### config.mk
export PLATFORM = sky130hd
export DESIGN_NAME = dot_star_regex_matcher_core_flat
export DESIGN_NICKNAME = d
export VERILOG_FILES = /design/src/hdl/dsrm_pkg.sv /design/src/hdl/dsrm_if.sv /design/src/hdl/dsrm_cell.sv /design/src/hdl/dot_star_regex_matcher_core.sv /design/src/flat_wrapper.sv
export SDC_FILE = /design/constraint.sdc
export NUM_CORES = 1
export LEC_CHECK = 0
export ABC_CLOCK_PERIOD_IN_PS = 4800
export BUFFER_PORTS_ARGS = -buffer_cell sky130_fd_sc_hd__buf_2
export CAP_MARGIN = 25
export CORE_ASPECT_RATIO = 1.75
export CORE_MARGIN = 5
export CORE_UTILIZATION = 55
export DETAILED_ROUTE_END_ITERATION = 10
export GPL_TIMING_DRIVEN = 0
export HOLD_SLACK_MARGIN = 0.03
export PLACE_DENSITY = 0.79
export SLEW_MARGIN = 20
export SYNTH_ARGS = -nofsm -noshare
export SYNTH_HDL_FRONTEND = slang
export SYNTH_SLANG_ARGS = --single-unit
### constraint.sdc
create_clock -name clk -period 4.8 [get_ports clk]
set_clock_uncertainty 0.15 [all_clocks]
set_input_delay 0.48 -clock clk [delete_from_list [all_inputs] [get_ports clk]]
set_output_delay 0.48 -clock clk [all_outputs]
set_load 0.005 [all_outputs]
### src/hdl/dsrm_pkg.sv
// Shared types and constants for the dot-star regex matcher.
// No dependencies; imported by the cell and the top level.
package dsrm_pkg;

	localparam logic [1:0] KIND_CLEAR  = 2'd0;
	localparam logic [1:0] KIND_APPEND = 2'd1;
	localparam logic [1:0] KIND_TEXT   = 2'd2;

	localparam logic [7:0] SYM_STAR = 8'd42;
	localparam logic [7:0] SYM_DOT  = 8'd46;

	localparam logic STATUS_OK   = 1'b0;
	localparam logic STATUS_FULL = 1'b1;

	// command broadcast to every cell of the row
	typedef struct packed {
		logic       restart;
		logic       advance;
		logic [7:0] text;
	} cmd_t;

endpackage

### src/hdl/dsrm_if.sv
// Valid/ready channels of the dot-star regex matcher: input word and result word.
// Depends on nothing but the payload widths fixed here.
interface dsrm_item_if;
	logic       valid;
	logic       ready;
	logic [1:0] kind;
	logic [7:0] symbol;

	modport source (output valid, output kind, output symbol, input ready);
	modport sink (input valid, input kind, input symbol, output ready);
endinterface

interface dsrm_result_if;
	logic valid;
	logic ready;
	logic matched;
	logic status;

	modport source (output valid, output matched, output status, input ready);
	modport sink (input valid, input matched, input status, output ready);
endinterface

### src/hdl/dsrm_cell.sv
// One pattern position of the match row: holds its pattern byte and match bit.
// Depends on dsrm_pkg (cmd_t, symbol codes).
module dsrm_cell import dsrm_pkg::*; #(
	parameter int IDX = 1
) (
	input  logic       clk,
	input  logic       arst_n,
	input  cmd_t       cmd,
	input  logic       wr,
	input  logic [7:0] wr_sym,
	input  logic       active,
	input  logic [7:0] prev_sym,
	input  logic       m1_q,
	input  logic       m2_nxt,
	output logic [7:0] sym_eff,
	output logic       bit_q,
	output logic       bit_nxt
);

	localparam logic FIRST = (IDX == 1);

	logic [7:0] sym_q;
	logic       is_star;
	logic       prev_hit;
	logic       own_hit;
	logic       nb;

	assign sym_eff  = wr ? wr_sym : sym_q;
	assign is_star  = (sym_eff == SYM_STAR);
	assign prev_hit = (prev_sym == SYM_DOT) || (prev_sym == cmd.text);
	assign own_hit  = (sym_eff == SYM_DOT) || (sym_eff == cmd.text);

	always_comb begin
		nb = 1'b0;
		if (active) begin
			if (cmd.restart) begin
				nb = is_star && !FIRST && m2_nxt;
			end else if (is_star) begin
				nb = !FIRST && (m2_nxt || (prev_hit && bit_q));
			end else begin
				nb = own_hit && m1_q;
			end
		end
	end

	assign bit_nxt = (cmd.restart || cmd.advance) ? nb : bit_q;

	always_ff @(posedge clk) begin
		if (wr) begin
			sym_q <= wr_sym;
		end
	end

	always_ff @(posedge clk or negedge arst_n) begin
		if (!arst_n) begin
			bit_q <= 1'b0;
		end else begin
			bit_q <= bit_nxt;
		end
	end

endmodule

### src/hdl/dot_star_regex_matcher_core.sv
// Dot-star regex matcher: row of PAT_MAX cells, one per pattern prefix.
// Result: the result word is registered as the input word is taken and is valid in the cycle after.
// Throughput: one word per cycle while result words are taken; the row update ripples through star cells.
// Reset: pattern length zero, only match bit zero set, pattern bytes undefined.
// Depends on dsrm_pkg, dsrm_if (dsrm_item_if, dsrm_result_if) and dsrm_cell.
module dot_star_regex_matcher_core import dsrm_pkg::*; #(
	parameter int PAT_MAX = 16
) (
	input  logic          clk,
	input  logic          arst_n,
	dsrm_item_if.sink     item,
	dsrm_result_if.source result
);

	localparam int LW = $clog2(PAT_MAX + 1);

	logic [LW-1:0]    len_q;
	logic [LW-1:0]    len_nxt;
	logic             row0_q;
	logic             row0_nxt;
	logic [PAT_MAX:0] row_q;
	logic [PAT_MAX:0] row_nxt;
	logic [7:0]       sym_eff [PAT_MAX];
	logic             accept;
	logic             clr;
	logic             app;
	logic             app_ok;
	logic             txt;
	cmd_t             cmd;
	logic             out_valid_q;
	logic             matched_q;
	logic             status_q;

	assign item.ready = !out_valid_q || result.ready;
	assign accept     = item.valid && item.ready;

	always_comb begin
		clr = 1'b0;
		app = 1'b0;
		txt = 1'b0;
		unique case (item.kind)
			KIND_CLEAR:  clr = accept;
			KIND_APPEND: app = accept;
			KIND_TEXT:   txt = accept;
			default:     ;
		endcase
	end

	assign app_ok = app && (len_q != LW'(PAT_MAX));

	always_comb begin
		len_nxt = len_q;
		if (clr) begin
			len_nxt = '0;
		end else if (app_ok) begin
			len_nxt = len_q + LW'(1);
		end
	end

	assign cmd.restart = clr || app_ok;
	assign cmd.advance = txt;
	assign cmd.text    = item.symbol;

	assign row0_nxt   = cmd.restart ? 1'b1 : (cmd.advance ? 1'b0 : row0_q);
	assign row_q[0]   = row0_q;
	assign row_nxt[0] = row0_nxt;

	for (genvar j = 1; j <= PAT_MAX; j++) begin : g_cell
		localparam logic [LW-1:0] JV = LW'(j);
		logic [7:0] prev_sym;
		logic       m2_nxt;

		if (j == 1) begin : g_first
			assign prev_sym = '0;
			assign m2_nxt   = 1'b0;
		end else begin : g_rest
			assign prev_sym = sym_eff[j-2];
			assign m2_nxt   = row_nxt[j-2];
		end

		dsrm_cell #(
			.IDX(j)
		) u_cell (
			.clk     (clk),
			.arst_n  (arst_n),
			.cmd     (cmd),
			.wr      (app_ok && (len_q == JV - LW'(1))),
			.wr_sym  (item.symbol),
			.active  (JV <= len_nxt),
			.prev_sym(prev_sym),
			.m1_q    (row_q[j-1]),
			.m2_nxt  (m2_nxt),
			.sym_eff (sym_eff[j-1]),
			.bit_q   (row_q[j]),
			.bit_nxt (row_nxt[j])
		);
	end

	always_ff @(posedge clk or negedge arst_n) begin
		if (!arst_n) begin
			len_q       <= '0;
			row0_q      <= 1'b1;
			out_valid_q <= 1'b0;
		end else begin
			len_q  <= len_nxt;
			row0_q <= row0_nxt;
			if (accept) begin
				out_valid_q <= 1'b1;
			end else if (result.ready) begin
				out_valid_q <= 1'b0;
			end
		end
	end

	always_ff @(posedge clk) begin
		if (accept) begin
			matched_q <= row_nxt[len_nxt];
			status_q  <= (app && !app_ok) ? STATUS_FULL : STATUS_OK;
		end
	end

	assign result.valid   = out_valid_q;
	assign result.matched = matched_q;
	assign result.status  = status_q;

	a_len_range: assert property (@(posedge clk) disable iff (!arst_n)
		len_q <= LW'(PAT_MAX))
		else $error("pattern length out of range");

	a_full_flag: assert property (@(posedge clk) disable iff (!arst_n)
		(accept && item.kind == KIND_APPEND && len_q == LW'(PAT_MAX))
		|=> (result.status == STATUS_FULL) && $stable(len_q))
		else $error("full append not flagged or changed length");

	a_clear: assert property (@(posedge clk) disable iff (!arst_n)
		(accept && item.kind == KIND_CLEAR)
		|=> result.matched && (result.status == STATUS_OK) && (len_q == '0) && row0_q)
		else $error("clear did not restart pattern");

	a_text_row0: assert property (@(posedge clk) disable iff (!arst_n)
		(accept && item.kind == KIND_TEXT) |=> !row0_q && out_valid_q)
		else $error("text word left empty-prefix bit set");

endmodule

### src/flat_wrapper.sv
// flat-port wrapper written by rule: the top's interface ports become plain ports
module dot_star_regex_matcher_core_flat import dsrm_pkg::*;
#(
	parameter int PAT_MAX = 16
)
  (clk, arst_n, item_valid, item_kind, item_symbol, item_ready, result_valid, result_matched, result_status, result_ready);
  dsrm_item_if item_i ();
  dsrm_result_if result_i ();
  input  logic clk;
  input  logic arst_n;
  input wire logic [$bits(item_i.valid)-1:0] item_valid;
  input wire logic [$bits(item_i.kind)-1:0] item_kind;
  input wire logic [$bits(item_i.symbol)-1:0] item_symbol;
  output wire logic [$bits(item_i.ready)-1:0] item_ready;
  output wire logic [$bits(result_i.valid)-1:0] result_valid;
  output wire logic [$bits(result_i.matched)-1:0] result_matched;
  output wire logic [$bits(result_i.status)-1:0] result_status;
  input wire logic [$bits(result_i.ready)-1:0] result_ready;
  assign item_i.valid = item_valid;
  assign item_i.kind = item_kind;
  assign item_i.symbol = item_symbol;
  assign item_ready = item_i.ready;
  assign result_valid = result_i.valid;
  assign result_matched = result_i.matched;
  assign result_status = result_i.status;
  assign result_i.ready = result_ready;
  dot_star_regex_matcher_core #(.PAT_MAX(PAT_MAX)) u_core (.clk(clk), .arst_n(arst_n), .item(item_i), .result(result_i));
endmodule
==> impl_metrics.yaml, run 1 <==
flow_run:
  max-cap-violations: 0
run_status:
  status: "completed"
clocking:
  cts_tree: "built"
  clock-sinks: 153
  clockBufferDepth: 2
  cts-root-buf: "clkbuf_16"
  numCtsBuffers: 17
  path_clk_slew_ns: 0.06
  worstSkewPairLatency_ns: 0.44
  cts-htree-levels: 4
final_layout:
  layout-drive-gt1-share_pct: 25.15
  layout_commonest_cell: "dfxtp_1"
  num_antenna_cells: 0
  syn_to_final_growth_pct: 11.15
  fillCellCount: 1373
  nets: 996
  final_cell_mix: "dfxtp_1, mux2_2, nand2_1"
  multiInputGateArea_um2: 5532
  seqCellArea_um2: 3199
  design_area_um2: 10090
floorplan:
  initial_core_util_pct: 55.47
  dieArea_um2: 19280
  dieWidth_um: 107.1
  core_area_um2: 16370
  die-height_um: 180.0
  io_pins: 18
  fp-row-count: 62
place:
  dp_hpwl_um: 19890
  dpl_cell_area_um2: 9404
  place_congestion: 1.129
  port_buffers: 9
global_route:
  overflow: 0
  grt_pass1_vias: 7849
  grt_start_max_net_pins: 24
  grt_first_pass_wirelength_um: 41780
  antenna_found_initial: 0
  track_usage_pct: 28.15
worst_setup_path:
  cp.required_ns: 4.82
  r2r-end: "u_core.result.matched$_DFFE_PN_"
  slowest_delay_ns: 0.49
  reg2reg_slack_ns: 0.06
  worst_path_max_delay_cell: "a221o_2"
  path_cells: "clkbuf_2, inv_1, ha_1, buf_2, nand4bb_2, nand3_1, a221o_2, o32ai_1, a22o_1, a21oi_1, o31a_1, o311ai_1, o211ai_1, o311a_1, a221o_1"
  path_class: "register to register"
  cp-end-kind: "register"
  start_kind: "register"
  r2r_cells: 15
  r2r-start: "u_core.len_q[0]$_DFF_PN0_"
  path_max_fanout: 10
  crit_arrival_ns: 4.76
synth:
  syn_area_um2: 9079
  synth_top_cell_area_share_pct: 28.22
  synth_edf_count: 2
  synth_nets: 963
  syn_inst: 944
  synth_cell_types: 104
  syn-mean-instance-area_um2: 9.617
  yosysTopAreaCell: "dfxtp_1"
  ys_ff_latch: 153
  synth_area_leaders: "dfxtp_1, mux2_2, xnor2_1"
  ys_seq_area_share_pct: 35.24
  synthArstFlopShare_pct: 15.03
  synth_warnings: 0
  dominantRegCellSynth: "dfxtp_1"
pwr:
  p_sw_share_pct: 30.56
  power_frac_seq_pct: 43.3
  pwr-share-comb_pct: 20.2
  p_sw_mw: 1.155
  power.density_nw_per_um2: 374.5
  irDropWorstVdd_uv: 297.7
  intPower_mw: 2.624
  static-leakage-power_nw: 4.031
  p_clk_share_pct: 36.5
routing:
  wl_um: 27180
  dr_total_vias: 7668
  drc: 0
  via_per_inst: 6.316
  drt_iter0_markers: 541
  ant_nets: 0
  avgRoutedWirePerCell_um: 22.39
  detail_route.first_pass.iterations: 7
sta:
  period_share_pct: 98.79
  max_freq_mhz: 210.9
  hold_violations: 0
  tightest_slew_ns: 0.8610
  slew_headroom_pct: 42.60
  setup_viol: 0
  drv_slew: 0
  period_needed_ns: 4.742
  holdWs_ns: 0.2829
hold_path:
  whs_endpoint: "u_core.result.valid$_DFFE_PN0P_"
  whs_path_depth: 3
  hold_class: "input pin to register"
  min_from: "item_valid"
==> kinds of logic after synthesis <==
logic type / count (synthesis) / share of synthesized area [%]
fa+ha+maj: 5 / 0.6891
compound gates: 147 / 12.07
flops: 153 / 35.24
mux: 127 / 15.68
xor+xnor: 128 / 12.35
simple gates: 299 / 19.67
buf+inv: 85 / 4.300
==> Yosys cell counts (all sizes together) (5+ instances only) <==
| master | number |
|---|---|
| nand2 | 78 |
| clkbuf | 24 |
| ha | 5 |
| xor2 | 56 |
| o21ai | 29 |
| nand4 | 42 |
| mux2 | 119 |
| xnor2 | 72 |
| o31a | 6 |
| nor4 | 22 |
| nor2b | 5 |
| nor2 | 44 |
| nand3 | 22 |
| or3b | 5 |
| nor3b | 10 |
| o31ai | 5 |
| mux2i | 8 |
| and2 | 7 |
| or3 | 5 |
| o211ai | 11 |
| a21oi | 31 |
| dfxtp | 128 |
| a31oi | 9 |
| dfrtp | 22 |
| nor3 | 16 |
| buf | 34 |
| a22oi | 5 |
| inv | 27 |
==> per-stage QoR <==
step                      setup TNS, ns  instances  utilization, %  setup slack (ns)  total power, mW
after detailed placement       -0.09631       1177           57.45          -0.09631            2.385
after global placement          -0.1099       1177           57.45           -0.1099            2.355
after global routing           -0.05730       1214           61.65          -0.05730            3.924
after CTS                             0       1210           61.28            0.1284            3.759
after floorplan                       0        944               -            0.8281            2.187
final                                 0       1214           61.65           0.05806            3.779
==> final cells by class <==
class | count | share of cell area (%)
clock inverter | 14 | 1.600
tap | 224 | 2.777
inverter | 27 | 1.029
buffer | 58 | 2.877
clock buffer | 18 | 4.352
multi-input combinational | 706 | 54.82
sequential | 153 | 31.71
timing repair buffer | 14 | 0.8432
==> critical path, delay by kind of cell (launching register included) <==
kind,cells,cell delay [ns]
adder cells (fa/ha/maj),1,0.23
AND/OR/NAND/NOR,2,0.39
buffers and inverters,3,0.56
AO/OA/AOI/OAI,9,2.78
flip-flops,1,0.38
==> metal layers <==
| metal | global-route usage, % | wire length [µm] | vias up | share of wire, % |
|---|---|---|---|---|
| met5 | 0 | 0 | - | 0 |
| met4 | 23.86 | 2361 | 0 | 8.7 |
| met1 | 28.22 | 9414 | 3645 | 35 |
| met2 | 48.41 | 13770 | 358 | 51 |
| met3 | 5.887 | 1628 | 163 | 6.0 |
| li1 | - | - | 3502 | - |
==> how the worst max path moves through the flow <==
stage,from,to,slack [ns],depth (start not counted)
6_report,u_core.len_q[0]$_DFF_PN0_,u_core.result.matched$_DFFE_PN_,0.06,15
3_5_place_dp,u_core.len_q[0]$_DFF_PN0_,u_core.result.matched$_DFFE_PN_,-0.1,16
4_1_cts,u_core.len_q[0]$_DFF_PN0_,u_core.result.matched$_DFFE_PN_,0.13,15
2_1_floorplan,u_core.len_q[0]$_DFF_PN0_,u_core.result.matched$_DFFE_PN_,0.83,16
3_3_place_gp,u_core.len_q[0]$_DFF_PN0_,u_core.result.matched$_DFFE_PN_,-0.11,16
5_1_grt,u_core.len_q[0]$_DFF_PN0_,u_core.result.matched$_DFFE_PN_,-0.06,16
==> power by group through the flow <==
stage | clock, mW | combinational (mW) | sequential (mW)
after floorplan | 0 | 0.572 | 1.62
after global placement | 0 | 0.710 | 1.65
after detailed placement | 0 | 0.727 | 1.66
after CTS | 1.39 | 0.739 | 1.63
after global routing | 1.45 | 0.818 | 1.65
final | 1.38 | 0.762 | 1.64
==> sequential cells by signal, indices dropped and copies added (netlist names) <==
register,flops
u_core.g_cell.u_cell.bit_q,16
u_core.g_cell.u_cell.sym_q,128
u_core.row0_q,1
u_core.len_q,5
u_core.result.status,1
u_core.result.valid,1
u_core.result.matched,1
==> timing repair <==
| action | CTS | global route |
|---|---|---|
| resized for setup | 3 | 8 |
| hold buffers | 1 | 0 |
| setup buffers | 0 | 4 |
| hold endpoints to repair | 22 | 0 |
| endpoints found under the setup margin | 1 | 1 |
| pin swaps | 0 | 3 |
Note: power is estimated with default switching activity, not from simulation.
==> inputs of run 2 (changes only) <==
Settings changed: CORE_UTILIZATION 55 to 64, PLACE_DENSITY 0.79 to 0.89.
==> run 2 against run 1 <==
  * The run now ends with design-rule violations left
  * Sequential share of layout area grew 0.24 points
  * Critical path depth shrank 2
  * First-iteration DRC count grew 46%
  * Non-clock buffer count grew 1
  * Maximum frequency grew 1.6%
  * Highest routed layer unchanged
  * Sequential power is essentially flat
  * Critical endpoint unchanged
  * Setup slack gained 0.074 ns
  * Utilization grew 10 points
  * Worst hold slack gained 0.0097 ns
  * Register-to-register slack gained 0.07 ns
==> impl_metrics.yaml, run 2 (synthesis results as in run 1) <==
run_status:
  status: "complete, but fails checks"
  violations: "design-rule violations"
final_layout:
  num_antenna_cells: 0
  largestRegisters: "u_core.g_cell.u_cell.sym_q (128), u_core.g_cell.u_cell.bit_q (16), u_core.len_q (5)"
  final_cells: 1168
  layout_commonest_cell: "dfxtp_1"
  syn_to_final_growth_pct: 10.31
  largest-register: "u_core.g_cell.u_cell.sym_q"
  final_cell_mix: "dfxtp_1, mux2_2, nand2_1"
  nets: 997
  design_area_um2: 10010
  largest_reg_flops: 128
  layout-drive-gt1-share_pct: 24.92
routing:
  dr_total_vias: 7935
  ant_nets: 0
  drc: 1
  drt_iter0_markers: 790
  wl_um: 27930
  via_per_inst: 6.794
  detail_route.first_pass.iterations: 9
  avgRoutedWirePerCell_um: 23.91
place:
  dpl_cell_area_um2: 9345
  port_buffers: 9
  place_ws_ns: -0.03766
  dpl.cell_count: 1130
  dp_hpwl_um: 19490
  place_congestion: 0.9957
worst_setup_path:
  cp-startpoint: "u_core.len_q[1]$_DFF_PN0_"
  path_max_fanout: 10
  start_kind: "register"
  path_class: "register to register"
  r2r-start: "u_core.len_q[1]$_DFF_PN0_"
  cp-end-kind: "register"
  cp.required_ns: 4.82
  crit_arrival_ns: 4.69
sta:
  setup_tns_ns: 0
  worst_slack_ns: 0.1318
  slew_headroom_pct: 38.84
  drv_slew: 0
  max_freq_mhz: 214.2
  holdWs_ns: 0.2926
  hold_violations: 0
  period_share_pct: 97.25
  period_needed_ns: 4.668
  setup_viol: 0
  tightest_slew_ns: 0.9174
pwr:
  power.density_nw_per_um2: 373.7
  irDropWorstVdd_uv: 436.5
  static-leakage-power_nw: 4.016
flow_run:
  max-cap-violations: 0
clocking:
  worstSkewPairLatency_ns: 0.43
  clockBufferDepth: 2
  path_clk_slew_ns: 0.07
  cts_tree: "built"
  cts-htree-levels: 4
  clock-sinks: 153
  cts-root-buf: "clkbuf_16"
  numCtsBuffers: 17
floorplan:
  die-height_um: 167.6
  core_area_um2: 13910
  initial_core_util_pct: 65.28
  dieWidth_um: 100.0
  dieArea_um2: 16760
  fp-row-count: 57
  io_pins: 18
hold_path:
  min_from: "item_valid"
  hold_class: "input pin to register"
global_route:
  grt_start_max_net_pins: 24
  antenna_found_initial: 0
  track_usage_pct: 33.03
  overflow: 0
  grt_first_pass_wirelength_um: 42510
  grt_pass1_vias: 7941
-- run 2: path summary, 6_finish.rpt --
check	endpoint	slack (ns)	depth (start not counted)
hold / removal	u_core.result.valid$_DFFE_PN0P_	0.29	3
hold reg to reg	u_core.g_cell[5].u_cell.sym_q[5]$_DFF_P_	0.33	2
min in group asynchronous	u_core.g_cell[2].u_cell.bit_q$_DFF_PN0_	0.44	2
max in group asynchronous	u_core.len_q[2]$_DFF_PN0_	3.63	2
setup reg to reg	u_core.result.matched$_DFFE_PN_	0.13	13
setup / recovery	u_core.result.matched$_DFFE_PN_	0.13	13
-- run 2: cell type report --
cell class / count / area [µm²]
inverter: 27 / 106.4
fill: 1014 / 3892
multi-input combinational: 706 / 5533
tap: 177 / 221.5
clock buffer: 19 / 432.9
buffer: 58 / 291.5
sequential: 153 / 3199
clock inverter: 13 / 137.6
timing repair buffer: 15 / 92.59
-- run 2: power by group --
part	total [mW]	internal [mW]	switching, mW
Clock	1.32	0.728	0.593
Sequential	1.65	1.46	0.183
Combinational	0.774	0.364	0.410
Total	3.74	2.56	1.19
-- run 2: per-layer routing --
metal | track usage [%] | up-vias | wire length (µm)
met4 | 27.33 | 0 | 2209
li1 | - | 3509 | -
met1 | 33.59 | 3805 | 9578
met5 | 0 | - | 0
met2 | 56.06 | 462 | 14130
met3 | 7.660 | 159 | 2010
-- run 2: critical path, cell delays in order, from the launching register on --
cell	delay, ns
dfrtp_1	0.49
inv_1	0.17
ha_1	0.16
clkbuf_1	0.43
nand4_2	0.44
mux2i_1	0.27
a211o_1	0.29
o31ai_1	0.34
and2_1	0.27
nand4_1	0.23
a311oi_2	0.35
o21ai_0	0.14
o311a_1	0.34
a221o_1	0.32
-- run 2: per-stage QoR --
| stage | total power, mW | util [%] |
|---|---|---|
| global placement | 2.358 | 67.20 |
| global route | 3.871 | 72.01 |
| CTS | 3.700 | 71.43 |
| detailed placement | 2.399 | 67.20 |
| finish | 3.743 | 72.01 |
| floorplan | 2.187 | - |
-- run 2: what timing repair did --
action,CTS,global route
hold buffers,1,0
pin swaps,0,3
resized for setup,1,11
endpoints found under the hold margin,22,0
buffers inserted,0,5
setup endpoints to repair,1,1
